--- src/rtl/core/svr_pkg.sv ---
// ============================================================================
// svr_pkg
// Shared types and constants of the stable value ranker.
// ============================================================================
package svr_pkg;

    localparam int VALUE_W  = 32;
    localparam int RANK_W   = 7;
    localparam int QDEPTH   = 4;
    localparam int QPTR_W   = 2;
    localparam int QCNT_W   = 3;
    localparam int GROUP_W  = 8;
    localparam int GCNT_W   = 4;

    // One input item as it travels from the front to the back.
    typedef struct packed {
        logic signed [VALUE_W-1:0] value;
        logic                      last;
    } item_t;

    // Commands from the sequencer to the rank cell row.
    typedef struct packed {
        logic                      store;
        logic                      shift;
        logic signed [VALUE_W-1:0] key;
    } cell_ctrl_t;

endpackage

--- src/rtl/core/svr_front.sv ---
// ============================================================================
// svr_front
// Input side: accepts stream transfers into a short queue for the back end.
// ============================================================================
module svr_front
    import svr_pkg::*;
(
    input  logic                clk,
    input  logic                rst_n,
    input  logic                in_valid,
    output logic                in_ready,
    input  logic [VALUE_W-1:0]  in_value,
    input  logic                in_last,
    output logic                q_valid,
    output item_t               q_item,
    input  logic                q_pop
);

    item_t              mem_reg [QDEPTH];
    logic [QPTR_W-1:0]  wr_ptr_reg;
    logic [QPTR_W-1:0]  wr_ptr_next;
    logic [QPTR_W-1:0]  rd_ptr_reg;
    logic [QPTR_W-1:0]  rd_ptr_next;
    logic [QCNT_W-1:0]  fill_reg;
    logic [QCNT_W-1:0]  fill_next;
    logic               push;
    logic               pop;

    assign in_ready = (fill_reg != QCNT_W'(QDEPTH));
    assign push     = in_valid && in_ready;
    assign q_valid  = (fill_reg != '0);
    assign pop      = q_pop && q_valid;
    assign q_item   = mem_reg[rd_ptr_reg];

    always_comb
    begin
        wr_ptr_next = push ? wr_ptr_reg + 1'b1 : wr_ptr_reg;
        rd_ptr_next = pop ? rd_ptr_reg + 1'b1 : rd_ptr_reg;
        fill_next   = fill_reg + QCNT_W'(push) - QCNT_W'(pop);
    end

    always_ff @(posedge clk or negedge rst_n)
    begin
        if (!rst_n)
        begin
            wr_ptr_reg <= '0;
            rd_ptr_reg <= '0;
            fill_reg   <= '0;
        end
        else
        begin
            wr_ptr_reg <= wr_ptr_next;
            rd_ptr_reg <= rd_ptr_next;
            fill_reg   <= fill_next;
        end
    end

    always_ff @(posedge clk)
    begin
        if (push)
        begin
            mem_reg[wr_ptr_reg].value <= $signed(in_value);
            mem_reg[wr_ptr_reg].last  <= in_last;
        end
    end

endmodule

--- config.mk ---
export PLATFORM = sky130hd
export DESIGN_NAME = svr_front
export DESIGN_NICKNAME = d
export VERILOG_FILES = /design/src/rtl/core/svr_pkg.sv /design/src/rtl/core/svr_front.sv
export SDC_FILE = /design/constraint.sdc
export NUM_CORES = 1
export LEC_CHECK = 0
export BUFFER_PORTS_ARGS = -buffer_cell sky130_fd_sc_hd__buf_2
export CAP_MARGIN = 40
export CORE_AREA = 4 4 99 101
export DETAILED_ROUTE_END_ITERATION = 10
export DIE_AREA = 0 0 103 105
export PLACE_DENSITY = 0.82
export SLEW_MARGIN = 20
export SYNTH_ARGS = -nofsm -noshare
export SYNTH_HDL_FRONTEND = slang
export SYNTH_SLANG_ARGS = --single-unit
export TNS_END_PERCENT = 10
--- constraint.sdc ---
create_clock -name clk -period 4 [get_ports clk]
set_clock_uncertainty 0.1 [all_clocks]
set_input_delay 0.2 -clock clk [delete_from_list [all_inputs] [get_ports clk]]
set_output_delay 0.2 -clock clk [all_outputs]
set_load 0.05 [all_outputs]
# --- Word-level counts from Yosys, hierarchy flattened ---
# Memory sizes are Yosys's and may differ from the RTL's.
# Cells that the tools add are included.
word_totals:
  output_inout_bits: 35
  elab_cells: 14
  inputBits: 37
  n_memories: 1
  mem_bits_rw: 132
  register_bits: 7
mem_list:
  columns: ["name", "words", "word_bits", "read_ports", "rd_clocked_by_memory_dff", "write_ports", "line_no", "rtl"]
  rows:
  - ["mem_reg", 4, 33, 1, 0, 1, "svr_front.sv:19", "item_t mem_reg [QDEPTH];"]
classes:
  add_sub_neg: 4
  n_mux: 2
  n_reduce_logical: 3
  n_eq_ne: 1
ops:
  columns: ["cell", "count"]
  rows:
  - ["adder 2 x 1 -> 2 bit, second input constant", 2]
  - ["adder 3 x 1 -> 3 bit", 1]
  - ["!= test 3 bit, second input constant", 1]
  - ["nonzero test 3 bit", 1]
  - ["subtractor 3 x 1 -> 3 bit", 1]
  - ["logical AND 1 bit", 2]
  - ["two-way mux 1 bit", 2]

# --- Depth between registers and ports, before layout ---
logic_depth:
  ltp_word: 4
  depth_mapped: 9
  ltp_nobuf: 9

# --- Least setup slack after synthesis ---
# Ideal clock, no wire load.
synth_path:
  kind: "reg2reg"
  from: "reg fill_reg[1]"
  to: "reg fill_reg[2]"
  n_path_buf: 0
  required_ps: 3771
  period_less_slack_ps: 2199
  setup_ps: 129
  stages_incl_launch_ff: 10
  path_slack_ps: 1801
  t_arrival_ps: 1970
  cell_sequence: "dfrtp_1 nor3b_2 nand2b_1 ha_1 inv_1 ha_1 inv_1 fa_1 xnor2_1 xnor2_1"
synth_between:
  elab_chain_cells: 4
  elab_cells_between_ends: 6
  cone_classes: "add/sub: 2; eq/ne: 1; reduce/logical: 3"
synth_rtl:
  columns: ["item", "line_no", "rtl"]
  rows:
  - ["start: declaration", "svr_front.sv:24", "logic [QCNT_W-1:0] fill_reg;"]
  - ["start signal: assignment", "svr_front.sv:54", "fill_reg <= fill_next;"]
  - ["!= test 3 bit", "svr_front.sv:29", "assign in_ready = (fill_reg != QCNT_W'(QDEPTH));"]
  - ["logical AND 1 bit", "svr_front.sv:30", "assign push = in_valid && in_ready;"]
  - ["adder 3 x 1 -> 3 bit", "svr_front.sv:39", "fill_next = fill_reg + QCNT_W'(push) - QCNT_W'(pop);"]
  - ["subtractor 3 x 1 -> 3 bit *", "svr_front.sv:39", null]
  - ["via fill_next[2]", "svr_front.sv:25", "logic [QCNT_W-1:0] fill_next;"]
# The timed path passes the listed nets; every way through them passes the cells marked *.
# A chain may end at the register's enable or synchronous reset.

==> results.ini <==
[worst_setup_path]
required_ns = 3.70
critical_path_class = reg -> out
crit_fanout = 16
crit_slowest_cell = dfrtp_2
cpLargestDelayFamily = buffers and inverters
setup.worst_path.end_class = output port
r2r_cells = 9
cp_cell_sequence = buf_16, buf_4, mux4_2, buf_2
worstPathArrival_ns = 2.38
max_stage_delay_ns = 0.62
path_depth = 4
start_kind = flop
worstPathBufferInverterCount = 3

[placement]
place.gp.congestion = 0.7561
port_buffers = 71
dp_hpwl_um = 5566
place_area_um2 = 5803
post-place-ws_ns = 1.552

[die]
die_x_um = 103
die_h_um = 105
core_um2 = 9021
io_pins = 72
rows = 35
dieArea_um2 = 10820
start_util = 0.5856

[clock_network]
cts_buffers = 17
cts_setup_buffers = 0
cts_root_buffer = clkbuf_8
clockBufferDepth = 2
h-tree-depth = 4
insertion_delay_ns = 0.51
clkTransAtPathRegs_ns = 0.06
cts.sinks = 139
cts_tree = done

[route]
wl_per_cell_um = 20.52
drc = 0
ant_nets = 0
drtPass1Iterations = 4
vias = 2567
drt-initial-drc-count = 155
via_per_inst = 5.532
drt_wl_total_um = 9520

[global_routing]
antenna_found_initial = 0
grt_use_total = 0.1884
grt_max_degree = 35
grt_pass1_vias = 2729
grt_overflow = 0
grt_pass1_wl_um = 14720

[timing]
finalCritPeriodShare = 0.6712
rsz0062_at_grt = false
setup_violations = 0
fin_ws_ns = 1.315
finalHoldViolations = 0
drv_slew = 0
max_freq_mhz = 372.5
maxSlewHeadroom = 0.6476
fin_setup_tns_ns = 0
post-route-min-period_ns = 2.685
whs_ns = 0.3344
worst_slew_pin_slew_ns = 0.5286

[cells_and_area]
diodes = 0
fin_nets = 384
synthToLayoutAreaGrowth_pct = 28.47
drive_above_1_share = 0.4051
largest_reg_flops = 132
final_area_um2 = 6787

[logic_synthesis]
synth_edf_count = 132
async_reset_ff_frac = 0.05036
yosysMostFrequentCell = edfxtp_1
synth_cell_types = 21
seq_area_frac_synth = 0.7835
avgSynthCellArea_um2 = 24.68
syn_nets = 258
yosysTopAreaCell = edfxtp_1
synth_top_area_share = 0.7504
synth_area_um2 = 5283
synthTopCellsByCount = edfxtp_1 (132), mux4_2 (28), dfrtp_1 (7), ha_1 (6), inv_1 (6)
ys_ff_latch = 139
synth_warnings = 0
syn_inst = 214
synthFlopType = edfxtp_1
synth_area_leaders = edfxtp_1 (75%), mux4_2 (12%), dfrtp_1 (3.3%)

[run]
max_cap_viol_count = 0

[power]
power.density_nw_per_um2 = 836.9
p_leak_nw = 2.425
ir_drop_v = 0.0004358

[outcome]
status = finished, final reports clean

[worst_hold_path]
hp-class = in -> reg
min_path_cells = 2

[where the power goes]
part / internal [W] / switching (W)
Combinational: 0.000729 / 0.00138
Clock: 0.000886 / 0.000589
Sequential: 0.00193 / 0.000164
Total: 0.00354 / 0.00214
[path summary, 6_finish.rpt]
| check | start | endpoint | slack [ns] |
|---|---|---|---|
| min reg2reg | wr_ptr_reg[1] | wr_ptr_reg[1] | 0.54 |
| min in group asynchronous | rst_n | wr_ptr_reg[0] | 0.56 |
| max reg2reg | fill_reg[1] | fill_reg[2] | 1.56 |
| max | rd_ptr_reg[0] | q_item[20] | 1.32 |
| min | in_value[19] | mem_reg[0][20] | 0.33 |
| max in group asynchronous | rst_n | rd_ptr_reg[1] | 2.96 |
[repair_timing]
action / 4_1_cts / 5_1_grt
hold buffers: 37 / 0
endpoints found under the hold margin: 143 / 0
resized for setup: 0 / 0
[layout make-up]
| class | instances | area, um^2 |
|---|---|---|
| inverters | 6 | 22.52 |
| repair buffers | 115 | 883.3 |
| fillers | 492 | 2235 |
| clock buffers | 18 | 417.9 |
| multi-input cells | 61 | 1035 |
| well taps | 111 | 138.9 |
| flip-flops and latches | 139 | 4141 |
| clock inverters | 14 | 147.6 |
[per-stage QoR]
step	util	total power, W	std cells
floorplan	-	0.003725	214
global placement	0.6319	0.004052	389
detailed placement	0.6433	0.004171	393
CTS	0.7470	0.005659	462
global route	0.7523	0.005931	464
finish	0.7523	0.005680	464
[routing by layer]
metal / share of wire / track usage / vias to the layer above
met2: 0.53 / 0.3098 / 73
li1: - / - / 1161
met3: 0.044 / 0.05274 / 14
met5: 0 / 0 / -
met4: 0.014 / 0.06568 / 0
met1: 0.41 / 0.2403 / 1319
[cells by family after synthesis]
logic type	after synthesis	synth area share
AO/OA/AOI/OAI	4	0.006158
XOR/XNOR	4	0.006633
adder cells (fa/ha/maj)	7	0.01800
buffers and inverters	14	0.02155
flip-flops	139	0.7835
multiplexers	33	0.1442
AND/OR/NAND/NOR	13	0.01989
[cells in the final DEF, fill, tap and decap left out, types with 3 or more instances in the layout]
cell           count
xnor2_1            3
clkbuf_16         16
clkinv_4           4
dfrtp_1            5
edfxtp_1         132
buf_2             71
clkinvlp_4         4
buf_16             4
and3b_2            4
inv_1              6
mux4_1             5
ha_1               6
dlygate4sd3_1     37
mux4_2            28
nand2b_1           4
(Power assumes the default switching activity.)
