$ cat src/rtl/core/svr_pkg.sv
// ============================================================================
// svr_pkg
// Shared types and constants of the stable value ranker.
// ============================================================================
package svr_pkg;

    localparam int VALUE_W  = 32;
    localparam int RANK_W   = 7;
    localparam int QDEPTH   = 4;
    localparam int QPTR_W   = 2;
    localparam int QCNT_W   = 3;
    localparam int GROUP_W  = 8;
    localparam int GCNT_W   = 4;

    // One input item as it travels from the front to the back.
    typedef struct packed {
        logic signed [VALUE_W-1:0] value;
        logic                      last;
    } item_t;

    // Commands from the sequencer to the rank cell row.
    typedef struct packed {
        logic                      store;
        logic                      shift;
        logic signed [VALUE_W-1:0] key;
    } cell_ctrl_t;

endpackage

$ cat src/rtl/core/svr_back.sv
// ============================================================================
// svr_back
// Sequencer: takes queued items, drives the cell row and emits the ranks.
// ============================================================================
module svr_back
    import svr_pkg::*;
#(
    parameter int MAX_ITEMS = 64
)
(
    input  logic                               clk,
    input  logic                               rst_n,
    input  logic                               q_valid,
    input  item_t                              q_item,
    output logic                               q_pop,
    output cell_ctrl_t                         ctrl,
    output logic [$clog2(MAX_ITEMS+1)-1:0]     count,
    input  logic                               busy,
    input  logic [RANK_W-1:0]                  rank0,
    output logic                               out_valid,
    input  logic                               out_ready,
    output logic [RANK_W-1:0]                  out_rank,
    output logic                               out_overflow,
    output logic                               out_last
);

    localparam int CNTW = $clog2(MAX_ITEMS + 1);

    localparam logic [1:0] ST_RUN  = 2'd0;
    localparam logic [1:0] ST_WAIT = 2'd1;
    localparam logic [1:0] ST_EMIT = 2'd2;

    logic [1:0]         state_reg;
    logic [1:0]         state_next;
    logic [CNTW-1:0]    count_reg;
    logic [CNTW-1:0]    count_next;
    logic               ovf_reg;
    logic               ovf_next;
    logic               out_valid_reg;
    logic               out_valid_next;
    logic [RANK_W-1:0]  out_rank_reg;
    logic               out_ovf_reg;
    logic               out_last_reg;
    logic               out_load;
    logic               full;

    assign full     = (count_reg == CNTW'(MAX_ITEMS));
    assign q_pop    = (state_reg == ST_RUN);
    assign out_load = (state_reg == ST_EMIT) && (!out_valid_reg || out_ready);

    always_comb
    begin
        ctrl.store = (state_reg == ST_RUN) && q_valid && !full;
        ctrl.shift = out_load;
        ctrl.key   = q_item.value;
    end

    always_comb
    begin
        state_next     = state_reg;
        count_next     = count_reg;
        ovf_next       = ovf_reg;
        out_valid_next = out_valid_reg;
        if (out_valid_reg && out_ready)
        begin
            out_valid_next = 1'b0;
        end
        unique case (state_reg)
            ST_RUN:
            begin
                if (q_valid)
                begin
                    if (full)
                    begin
                        ovf_next = 1'b1;
                    end
                    else
                    begin
                        count_next = count_reg + 1'b1;
                    end
                    if (q_item.last)
                    begin
                        state_next = ST_WAIT;
                    end
                end
            end
            ST_WAIT:
            begin
                if (!busy)
                begin
                    state_next = ST_EMIT;
                end
            end
            ST_EMIT:
            begin
                if (out_load)
                begin
                    out_valid_next = 1'b1;
                    count_next     = count_reg - 1'b1;
                    if (count_reg == CNTW'(1))
                    begin
                        ovf_next   = 1'b0;
                        state_next = ST_RUN;
                    end
                end
            end
            default:
            begin
                state_next = ST_RUN;
            end
        endcase
    end

    always_ff @(posedge clk or negedge rst_n)
    begin
        if (!rst_n)
        begin
            state_reg     <= ST_RUN;
            count_reg     <= '0;
            ovf_reg       <= 1'b0;
            out_valid_reg <= 1'b0;
        end
        else
        begin
            state_reg     <= state_next;
            count_reg     <= count_next;
            ovf_reg       <= ovf_next;
            out_valid_reg <= out_valid_next;
        end
    end

    always_ff @(posedge clk)
    begin
        if (out_load)
        begin
            out_rank_reg <= rank0;
            out_ovf_reg  <= ovf_reg;
            out_last_reg <= (count_reg == CNTW'(1));
        end
    end

    assign count        = count_reg;
    assign out_valid    = out_valid_reg;
    assign out_rank     = out_rank_reg;
    assign out_overflow = out_ovf_reg;
    assign out_last     = out_last_reg;

`ifndef SYNTHESIS
    a_count_bound: assert property (@(posedge clk) disable iff (!rst_n)
        count_reg <= CNTW'(MAX_ITEMS))
        else $error("svr_back: item count above capacity");

    a_ovf_full: assert property (@(posedge clk) disable iff (!rst_n)
        (ovf_reg && (state_reg != ST_EMIT)) |-> full)
        else $error("svr_back: overflow set with room left");

    a_emit_idle: assert property (@(posedge clk) disable iff (!rst_n)
        (state_reg == ST_EMIT) |-> !busy)
        else $error("svr_back: rank update in flight while emitting");

    a_last_done: assert property (@(posedge clk) disable iff (!rst_n)
        (out_load && (count_reg == CNTW'(1))) |=> (state_reg == ST_RUN) && !ovf_reg)
        else $error("svr_back: sequence not closed after final rank");
`endif

endmodule

$ cat config.mk
export PLATFORM = sky130hd
export DESIGN_NAME = svr_back
export DESIGN_NICKNAME = d
export VERILOG_FILES = /design/src/rtl/core/svr_pkg.sv /design/src/rtl/core/svr_back.sv
export SDC_FILE = /design/constraint.sdc
export NUM_CORES = 1
export LEC_CHECK = 0
export BUFFER_PORTS_ARGS = -buffer_cell sky130_fd_sc_hd__buf_4
export CORE_MARGIN = 2
export CORE_UTILIZATION = 42
export CTS_BUF_LIST = sky130_fd_sc_hd__clkbuf_16
export DETAILED_ROUTE_END_ITERATION = 10
export GPL_TIMING_DRIVEN = 0
export PLACE_DENSITY = 0.85
export SYNTH_ARGS = -nofsm -noshare
export SYNTH_HDL_FRONTEND = slang
export SYNTH_SLANG_ARGS = --single-unit
$ cat constraint.sdc
create_clock -name clk -period 4.35 [get_ports clk]
set_clock_uncertainty 0.1 [all_clocks]
set_input_delay 0.87 -clock clk [delete_from_list [all_inputs] [get_ports clk]]
set_output_delay 0.87 -clock clk [all_outputs]
set_load 0.01 [all_outputs]
# Yosys cells after proc, flatten, opt, wreduce, memory -nomap -nowiden

Index checks and enable logic that the tools add are counted.

Register bits: 20
Output and inout bits: 52

Add/sub/neg operators: 2
Eq/ne operators: 11
Muxes and demuxes: 18
Reduce and logical (&&, ||, !) cells: 12

Operator list:

| cell                | count |
|---|---|
| $mux 7              | 3 |
| $pmux 7 s2          | 1 |
| $mux 2              | 5 |
| $ne 2x2->1 const B  | 5 |
| $reduce_and 5->1    | 2 |
| $add 7x1->7 const B | 1 |
| $eq 7x1->1 const B  | 1 |
| $eq 7x7->1 const B  | 1 |
| $mux 1              | 7 |
| $sub 7x1->7 const B | 1 |
| $pmux 2 s3          | 1 |
| $logic_and 1x1->1   | 4 |
| $ne 2x1->1 const B  | 2 |
| $reduce_and 4->1    | 1 |
| $eq 2x1->1 const B  | 1 |
| $eq 2x2->1 const B  | 1 |
| $logic_not 1->1     | 2 |
| $logic_not 2->1     | 1 |
| $pmux 1 s2          | 1 |
| $reduce_bool 2->1   | 1 |
| $logic_or 1x1->1    | 1 |

# Depth between registers and ports, before layout

Gate-level depths: netlist (run 1).

Depth after elaboration: 5
Mapped depth: 5
Mapped depth without buffers: 5

# Worst setup path before layout (run 1)

Ideal clock, no wire load.

Path kind: in2out
Start: input out_ready
End: output ctrl[32] (netlist name)
Arrival: 1.621 ns
Required time: 3.380 ns
Path slack: 1.759 ns
Cell stages on the path: 4
Path buffers: 1
Cell sequence: nand2b_1 nand2_1 inv_1 buf_4

Word-level cells in the longest chain between the ends: 2

RTL lines:

| item              | line           | source |
|---|---|---|
| start, declared   | svr_back.sv:21 | `input logic out_ready,` |
| $logic_or 1x1->1  | svr_back.sv:49 | `assign out_load = (state_reg == ST_EMIT) && (!out_valid_reg \|\| out_ready);` |
| $logic_and 1x1->1 | svr_back.sv:49 |  |
| end, declared     | svr_back.sv:16 | `output cell_ctrl_t ctrl,` |

Every way passes these cells.

# Worst setup path in the final report (run 1)

Ends and elaborated chain as after synthesis.

==> run metrics, run 1 <==
Iter 0 DRT Violations=5; worst hold path class=input pin to asynchronous set/reset pin; largest net degree at the start of global routing=13; Synth Area in Compound Gates=0.0695; Setup crit end kind=output pin; initial cell density of the core=0.444; synth unique cells=29; Total GRT Usage=0.165; TritonCTS clock tree=done; CP Launch Type=input pin; Fillers=roughly 220; P per Cell Area=571 nW/um^2; Die X=58.0 um; first-pass GRT wire length=between 4000 and 5000 um; Post-Synth Simple-Gate Area=0.146; xor and xnor area share after synthesis=0.0501; Max VDD drop=0.522 mV; RSZ-0062 raised after global routing=false; worst skew pair latency=around 250 ps; CTS buffer count=3; r2r endpoint=out_rank[4]$_DFFE_PP_; synthesis warning total=0; main combinational cell family by area after synthesis=buffers and inverters; total number of H-tree levels=1; Sink Count=20; Root Driver=clkbuf_16; gate count of the mapped netlist=111; commonest cells after routing, fill and taps aside=buf_4 (97), dfrtp_1 (11), edfxtp_1 (9), nand4_1 (5), xor2_1 (5); Avg WL per Cell=13.4 um; Mean Syn Cell Area=11.0 um^2; row count=19; postcts setup bufs=0; setup ws final=1360 ps; max cap viols=0; Final TNS setup=0 ps; Via Count=998; post-synthesis sequential area ratio=0.445; critical path's slowest cell=nand2_1; Max-Slew Margin vs Limit=0.752; Final nets=229; Die Y=58.0 um; Worst-path clk slew=~50 ps; n_diodes=0; Critical Path AT=slightly above 2000 ps; Synth Area in Adders=0.0409; CP Class=input pin to output pin; Setup WS pre-CTS=1360 ps; Peak Freq=335 MHz; Pleak=0.950 nW; Worst EP required=3380 ps; vias in the first global route=991; CP cell instances=buf_4 > nand2b_1 > nand2_1 > inv_1 > buf_4 > buf_4; 1st-pass router iterations=4; gpl congestion=0.870; grt ovf=0; Reg2Reg Depth=3; period utilization=0.687; most common cell after layout, fill and taps aside=buf_4; worst-margin pin slew=372 ps; final setup fails=0; count of final hold-check violations=0; max incr delay on CP=270 ps; Die Area=3360 um^2; RR Startpoint=state_reg[0]$_DFFE_PN0P_; area of the core=2760 um^2; Post-CTS Hold Buffers=0; antenna violations before repair=0; DR vias/cell=4.75; IO Port Bufs=64; CTS Buffer Depth=2; Area Growth Syn to Fin=51.0%; Yosys reg bits=20; Cell Area, Synth=1220 um^2; Syn Nets=160; Routed Wire Length=2810 um; R2R Setup Slk=2560 ps; DRC Markers=0; I/O pin count=97; post_cts resized=0; Worst path most repeated cell=buf_4; crit path max fanout=11; Final ANT Viol Nets=0; share of layout cells above drive strength 1=0.620; HPWL Detailed=2330 um; status=complete, no violations; Slew Viols, Final=0; final worst path period need=about 3000 ps; proportion of synthesized area in mux cells=0.0163
==> Yosys cell counts, drive strengths merged <==
library cell | instances | share of area
and3 | 3 | 0.015
or4 | 1 | 0.0092
edfxtp | 9 | 0.22
dfrtp | 11 | 0.22
a22oi | 4 | 0.041
mux2i | 2 | 0.016
xor2 | 5 | 0.036
a31o | 1 | 0.0072
nor4 | 1 | 0.017
nor3b | 1 | 0.0061
clkbuf | 1 | 0.0041
and2b | 1 | 0.0061
nand4 | 5 | 0.026
buf | 35 | 0.22
a21oi | 4 | 0.016
nand3 | 2 | 0.0082
inv | 4 | 0.012
nor3 | 1 | 0.0041
xnor2 | 2 | 0.014
and3b | 1 | 0.0072
or2 | 1 | 0.0051
nand2b | 2 | 0.010
nand2 | 4 | 0.012
nor2 | 4 | 0.012
ha | 4 | 0.041
or3b | 1 | 0.0072
a31oi | 1 | 0.0051
==> worst max path at each step <==
| stage | start | end | slack [ps] | cells past startpoint |
|---|---|---|---|---|
| after global placement | out_ready | ctrl[32] | 1390 | 6 |
| after CTS | out_ready | ctrl[32] | 1350 | 6 |
| after floorplan | out_ready | ctrl[32] | 1760 | 4 |
| after detailed placement | out_ready | ctrl[32] | 1360 | 6 |
| final | out_ready | ctrl[32] | 1360 | 6 |
| after global routing | out_ready | ctrl[32] | 1270 | 6 |
==> worst max-delay path, delay by kind of cell <==
kind,cells,cell delay (ps)
buffers and inverters,4,700
and+or+nand+nor,2,440
==> report_power, final <==
part	total [mW]	internal, mW	switching (mW)	leakage, nW
logic	0.464	0.231	0.233	0.682
clock network	0.247	0.182	0.0645	0.0511
registers	0.345	0.276	0.0693	0.217
total	1.06	0.690	0.367	0.950
==> layer usage <==
| metal | up-vias | wire, um | track usage |
|---|---|---|---|
| li1 | 484 | - | - |
| met1 | 445 | 897 | 0.163 |
| met2 | 65 | 1520 | 0.321 |
| met3 | 4 | 356 | 0.0558 |
| met4 | 0 | 33 | 0.0498 |
| met5 | - | 0 | 0 |
==> logic make-up (layout without fill, tap and decap cells) <==
logic type | Yosys count | in the layout
compound gates | 10 | 10
xor+xnor | 7 | 7
fa+ha+maj | 4 | 4
buf+inv | 40 | 108
flops | 20 | 20
mux | 2 | 2
simple gates | 28 | 28
==> layout make-up <==
cell class,instances,area (um^2),share of cell area
sequential,20,546,0.295
inverter,4,15.0,0.00812
clock inverter,1,30.0,0.0162
buffer,36,269,0.145
timing repair buffer,64,480,0.260
clock buffer,3,75.1,0.0406
tap,31,38.8,0.0210
multi-input combinational,51,395,0.214
==> through the flow <==
| step | hold WS [ps] | area, um^2 | power [mW] | std cells | utilization |
|---|---|---|---|---|---|
| after floorplan | 325 | 1220 | 0.620 | 111 | - |
| after global placement | 336 | 1740 | 0.798 | 206 | 0.632 |
| after detailed placement | 351 | 1740 | 0.814 | 206 | 0.632 |
| after CTS | 347 | 1850 | 1.07 | 210 | 0.671 |
| after global routing | 346 | 1850 | 1.12 | 210 | 0.671 |
| final | 340 | 1850 | 1.06 | 210 | 0.671 |
No activity file was read; power rests on OpenSTA's default activity.
==> inputs of run 2 (changes only) <==
--- a/config.mk
+++ b/config.mk
@@ -7,11 +7,11 @@
 export LEC_CHECK = 0
 export BUFFER_PORTS_ARGS = -buffer_cell sky130_fd_sc_hd__buf_4
 export CORE_MARGIN = 2
-export CORE_UTILIZATION = 42
+export CORE_UTILIZATION = 35
 export CTS_BUF_LIST = sky130_fd_sc_hd__clkbuf_16
 export DETAILED_ROUTE_END_ITERATION = 10
 export GPL_TIMING_DRIVEN = 0
-export PLACE_DENSITY = 0.85
+export PLACE_DENSITY = 0.76
 export SYNTH_ARGS = -nofsm -noshare
 export SYNTH_HDL_FRONTEND = slang
 export SYNTH_SLANG_ARGS = --single-unit
==> constraint.sdc (replaced) <==
create_clock -name clk -period 2.42 [get_ports clk]
set_clock_uncertainty 0.1 [all_clocks]
set_input_delay 0.484 -clock clk [delete_from_list [all_inputs] [get_ports clk]]
set_output_delay 0.484 -clock clk [all_outputs]
set_load 0.01 [all_outputs]
==> run 2 against run 1 <==
  * Sequential cell count did not move
  * Power grew 71%
  * Combinational power grew 85%
  * Sequential share of layout area fell by 0.22 points
  * Global-route usage down 2.1 points
  * Hold slack worse by 31 ps
  * First-iteration DRC count increased by 120%
  * Via count grew 4.5%
  * Critical path depth is 1 lower
  * Largest power group unchanged
==> run metrics, run 2 (synthesized netlist as in run 1, its figures left out) <==
Pleak=0.938 nW; Root Driver=clkbuf_16; CTS buffer count=3; Peak Freq=between 400 and 500 MHz; worst-margin pin slew=376 ps; final worst path period need=2290 ps; Setup crit end=ctrl[32]; critical path's slowest cell=dfrtp_1; CTS Buffer Depth=2; Worst path most repeated cell=buf_4; wl on met1=~980 um; Reg2Reg Depth=4; area of the core=between 3000 and 4000 um^2; antenna violations before repair=0; Critical Path AT=1710 ps; status=complete, no violations; area of the multi-input gates=395 um^2; max incr delay on CP=430 ps; Worst EP required=1840 ps; RR Startpoint=state_reg[0]$_DFFE_PN0P_; max cap viols=0; Max VDD drop=between 0.3 and 0.4 mV; CP Launch Type=register; crit path max fanout=7; period utilization=0.947; CP cell instances=and2b_1 > nand2_1 > clkinvlp_4 > buf_4 > buf_4; TritonCTS clock tree=done; Final ANT Viol Nets=0; Fillers=280; Met2 Wirelength=around 1500 um; Area Growth Syn to Fin=52.1%; HPWL Detailed=2380 um; Slew Viols, Final=0; total number of H-tree levels=1; grt ovf=0; Avg WL per Cell=12.6 um; final setup fails=0; Setup crit end kind=output pin; DRC Markers=0; Worst Setup SP=state_reg[0]$_DFFE_PN0P_; FF/Latch Area=546 um^2; Routed Wire Length=2860 um; Iter 0 DRT Violations=11; Sink Count=20; commonest cells after routing, fill and taps aside=buf_4 (98), dfrtp_1 (11), edfxtp_1 (9), nand4_1 (5), xor2_1 (5); n_diodes=0; Die X=63.2 um; Die Area=around 4000 um^2; CP Class=register to output pin; worst skew pair latency=250 ps; DR vias/cell=4.59; top sig layer=met4; first-pass GRT wire length=4620 um; RSZ-0062 raised after global routing=false; initial cell density of the core=0.367; r2r endpoint=out_rank[1]$_DFFE_PP_; Max-Slew Margin vs Limit=0.749; worst hold path class=input pin to register; count of final hold-check violations=0; total power=1.81 mW; P per Cell Area=about 1000 nW/um^2; Total GRT Usage=0.144; gpl congestion=slightly above 0.8; 1st-pass router iterations=3; row count=21; vias in the first global route=1079; Via Count=1043; largest net degree at the start of global routing=12; Die Y=63.2 um; R2R Setup Slk=between 600 and 700 ps; IO Port Bufs=64; share of layout cells above drive strength 1=0.619; WL met3=around 340 um; Final TNS setup=0 ps; Worst-path clk slew=about 50 ps; most common cell after layout, fill and taps aside=buf_4; I/O pin count=97; Final nets=231
==> run 2: cell types whose count changed in the layout (fill, tap and decap cells not counted), sizes merged <==
cell	previous run	this run
inv	4	3
clkinvlp	0	1
dlygate4sd3	0	1
buf	99	100
bufinv	1	0
clkinv	0	1
==> run 2: through the flow <==
step / hold slack [ps] / utilization / setup slack, ps / cells / instance area, um^2
floorplan: 88.4 / - / 523 / 111 / 1220
global placement: 227 / 0.528 / 229 / 221 / 1760
detailed placement: 228 / 0.528 / 192 / 221 / 1760
CTS: 308 / 0.558 / 141 / 227 / 1860
global route: 305 / 0.558 / 19.1 / 227 / 1860
finish: 309 / 0.558 / 128 / 227 / 1860
==> run 2: repair_timing <==
| item | CTS | global route |
|---|---|---|
| setup endpoints to repair | 1 | 0 |
| hold buffers | 1 | 0 |
| gates resized for setup | 1 | 0 |
| endpoints found under the hold margin | 11 | 0 |
| buffers inserted | 1 | 0 |
==> run 2: final cells by class <==
cell class | count | share of cell area
buffer | 36 | 0.144
clock buffer | 3 | 0.0403
clock inverter | 1 | 0.00201
inverter | 4 | 0.0101
multi-input combinational | 51 | 0.212
sequential | 20 | 0.293
tap | 46 | 0.0309
timing repair buffer | 66 | 0.267
==> run 2: power breakdown <==
group          switching, mW  internal, mW  total [mW]
combinational          0.430         0.428       0.858
sequential             0.123         0.496       0.618
clock                  0.113         0.220       0.333
==> run 2: worst min-delay path by stage <==
stage / from / endpoint / cells past startpoint
global route: rank0[6] / out_rank[6]$_DFFE_PP_ / 1
detailed placement: rst_n / state_reg[0]$_DFFE_PN0P_ / 1
floorplan: rst_n / count[0]$_DFFE_PN0P_ / 0
global placement: rst_n / ovf_reg$_DFFE_PN0P_ / 1
finish: rank0[5] / out_rank[5]$_DFFE_PP_ / 1
CTS: rank0[5] / out_rank[5]$_DFFE_PP_ / 1
==> run 2: critical path, delay by kind of cell (launching register included) <==
kind	cells	cell delay, ps
and+or+nand+nor	2	590
buffers and inverters	3	440
DFF	1	430
==> run 2: per-layer routing <==
metal / vias to the layer above / global-route usage
met1: 477 / 0.145
met2: 74 / 0.267
met4: 0 / 0.0611
li1: 485 / -
met5: - / 0
met3: 7 / 0.0500
==> inputs of run 3 (changes only) <==
--- a/config.mk
+++ b/config.mk
@@ -12,6 +12,7 @@
 export DETAILED_ROUTE_END_ITERATION = 10
 export GPL_TIMING_DRIVEN = 0
 export PLACE_DENSITY = 0.76
+export REMOVE_ABC_BUFFERS = 1
 export SYNTH_ARGS = -nofsm -noshare
 export SYNTH_HDL_FRONTEND = slang
 export SYNTH_SLANG_ARGS = --single-unit
==> run 3 against run 2 <==
  * Sequential share of layout area up 11 points
  * Via count decreased by 22%
  * Clock power increased by 1%
  * Cell area down 27%
  * First-iteration DRC count rose by 100%
  * Sequential cell count is the same
  * Combinational power down 21%
  * Core utilization fell by 15 points
  * Critical path depth fell by 1
  * Sequential power up 7.0%
  * Critical endpoint is now ctrl[33]
==> run metrics, run 3 (synthesized netlist as in run 1, its figures left out) <==
status=complete, no violations; Area Growth Syn to Fin=10.5%; P per Cell Area=between 1000 and 1500 nW/um^2; gpl congestion=0.862; share of layout cells above drive strength 1=0.389; CP Class=register to output pin; Avg WL per Cell=20.2 um; commonest cells after routing, fill and taps aside=buf_4 (33), dfrtp_1 (11), edfxtp_1 (9), nand4_1 (5), xor2_1 (5); DP Cell Count=153; vias in the first global route=787; Max VDD drop=0.275 mV; Die X=about 63 um; total number of H-tree levels=1; final worst path period need=~2200 ps; final non-filler cell total=159; initial cell density of the core=0.367; grt ovf=0; CP Launch Type=register; most common cell after layout, fill and taps aside=buf_4; Max-Slew Margin vs Limit=0.728; DRC Markers=0; I/O pin count=between 90 and 100; 1st-pass router iterations=3; Die Area=~4000 um^2; Fillers=roughly 320; Die Y=63.2 um; worst hold path class=input pin to register; Iter 0 DRT Violations=22; crit path max fanout=8; fin util=0.406; Peak Freq=approximately 450 MHz; antenna violations before repair=0; Worst-path clk slew=around 50 ps; Final TNS setup=0 ps; max incr delay on CP=between 400 and 500 ps; Worst EP required=1840 ps; period utilization=0.918; Via Count=approximately 810; Routed Wire Length=3210 um; Slew Viols, Final=0; count of final hold-check violations=0; final setup fails=0; Setup crit end kind=output pin; CTS buffer count=3; n_diodes=0; CP cell instances=nor4_4 > a31o_2 > inv_1 > buf_4; TritonCTS clock tree=done; Total GRT Usage=0.163; DR vias/cell=5.12; Pleak=0.615 nW; Critical Path AT=1640 ps; Root Driver=clkbuf_16; IO Port Bufs=32; HPWL Detailed=2450 um; largest net degree at the start of global routing=12; worst skew pair latency=250 ps; Final ANT Viol Nets=0; Sink Count=20; first-pass GRT wire length=4650 um; CTS Buffer Depth=2; worst-margin pin slew=408 ps; RSZ-0062 raised after global routing=false; area of the core=about 3300 um^2; Final nets=~160; critical path's slowest cell=dfrtp_1; max cap viols=0; row count=21
[run 3: where the power goes]
| group | internal [mW] | switching, mW | total, mW | leakage (nW) |
|---|---|---|---|---|
| sequential | 0.495 | 0.166 | 0.661 | 0.217 |
| combinational | 0.331 | 0.346 | 0.677 | 0.356 |
| clock | 0.220 | 0.117 | 0.337 | 0.0423 |
| total | 1.05 | 0.630 | 1.68 | 0.615 |
[run 3: worst paths after layout]
check,start,to,slack (ps),cells after the start
min in group asynchronous,rst_n,count[0]$_DFFE_PN0P_,500,2
worst min register to register,ovf_reg$_DFFE_PN0P_,out_overflow$_DFFE_PP_,360,0
worst max-delay path,count[3]$_DFFE_PN0P_,ctrl[33],200,4
max in group asynchronous,rst_n,count[2]$_DFFE_PN0P_,1560,2
worst max register to register,state_reg[0]$_DFFE_PN0P_,out_rank[3]$_DFFE_PP_,630,4
worst min-delay path,rank0[6],out_rank[6]$_DFFE_PP_,310,1
[run 3: worst max-delay path, delay by kind of cell, from the launching register on]
family	cells	cell delay (ps)
compound gates	1	320
buf+inv	2	210
simple gates	1	380
flops	1	480
[run 3: stage by stage]
step           power [mW]  cell area [um^2]  worst slack, ps  hold WS [ps]
5_1_grt              1.79              1350              100           301
2_1_floorplan        1.02               956              649          88.4
6_report             1.68              1350              199           310
3_3_place_gp         1.30              1250              296           225
3_5_place_dp         1.33              1250              275           233
4_1_cts              1.69              1350              173           305
[run 3: what timing repair did]
item                       in CTS  in global routing
setup buffers                   1                  0
setup endpoints to repair       1                  0
hold buffers                    1                  0
hold endpoints to repair       11                  0
gates resized for setup         1                  0
[run 3: area by class of cell]
class	count	area [um^2]	share of cell area
inverter	4	18.8	0.0139
clock inverter	1	3.75	0.00277
clock buffer	3	75.1	0.0555
sequential	20	546	0.403
multi-input combinational	51	395	0.292
tap	46	57.6	0.0425
timing repair buffer	34	258	0.190
[run 3: layer usage]
metal,part of all wire,up-vias,global-route usage
met5,0.015,-,0.167
met4,0.019,2,0.0639
met3,0.20,7,0.170
met2,0.38,68,0.194
met1,0.38,387,0.172
li1,-,350,-
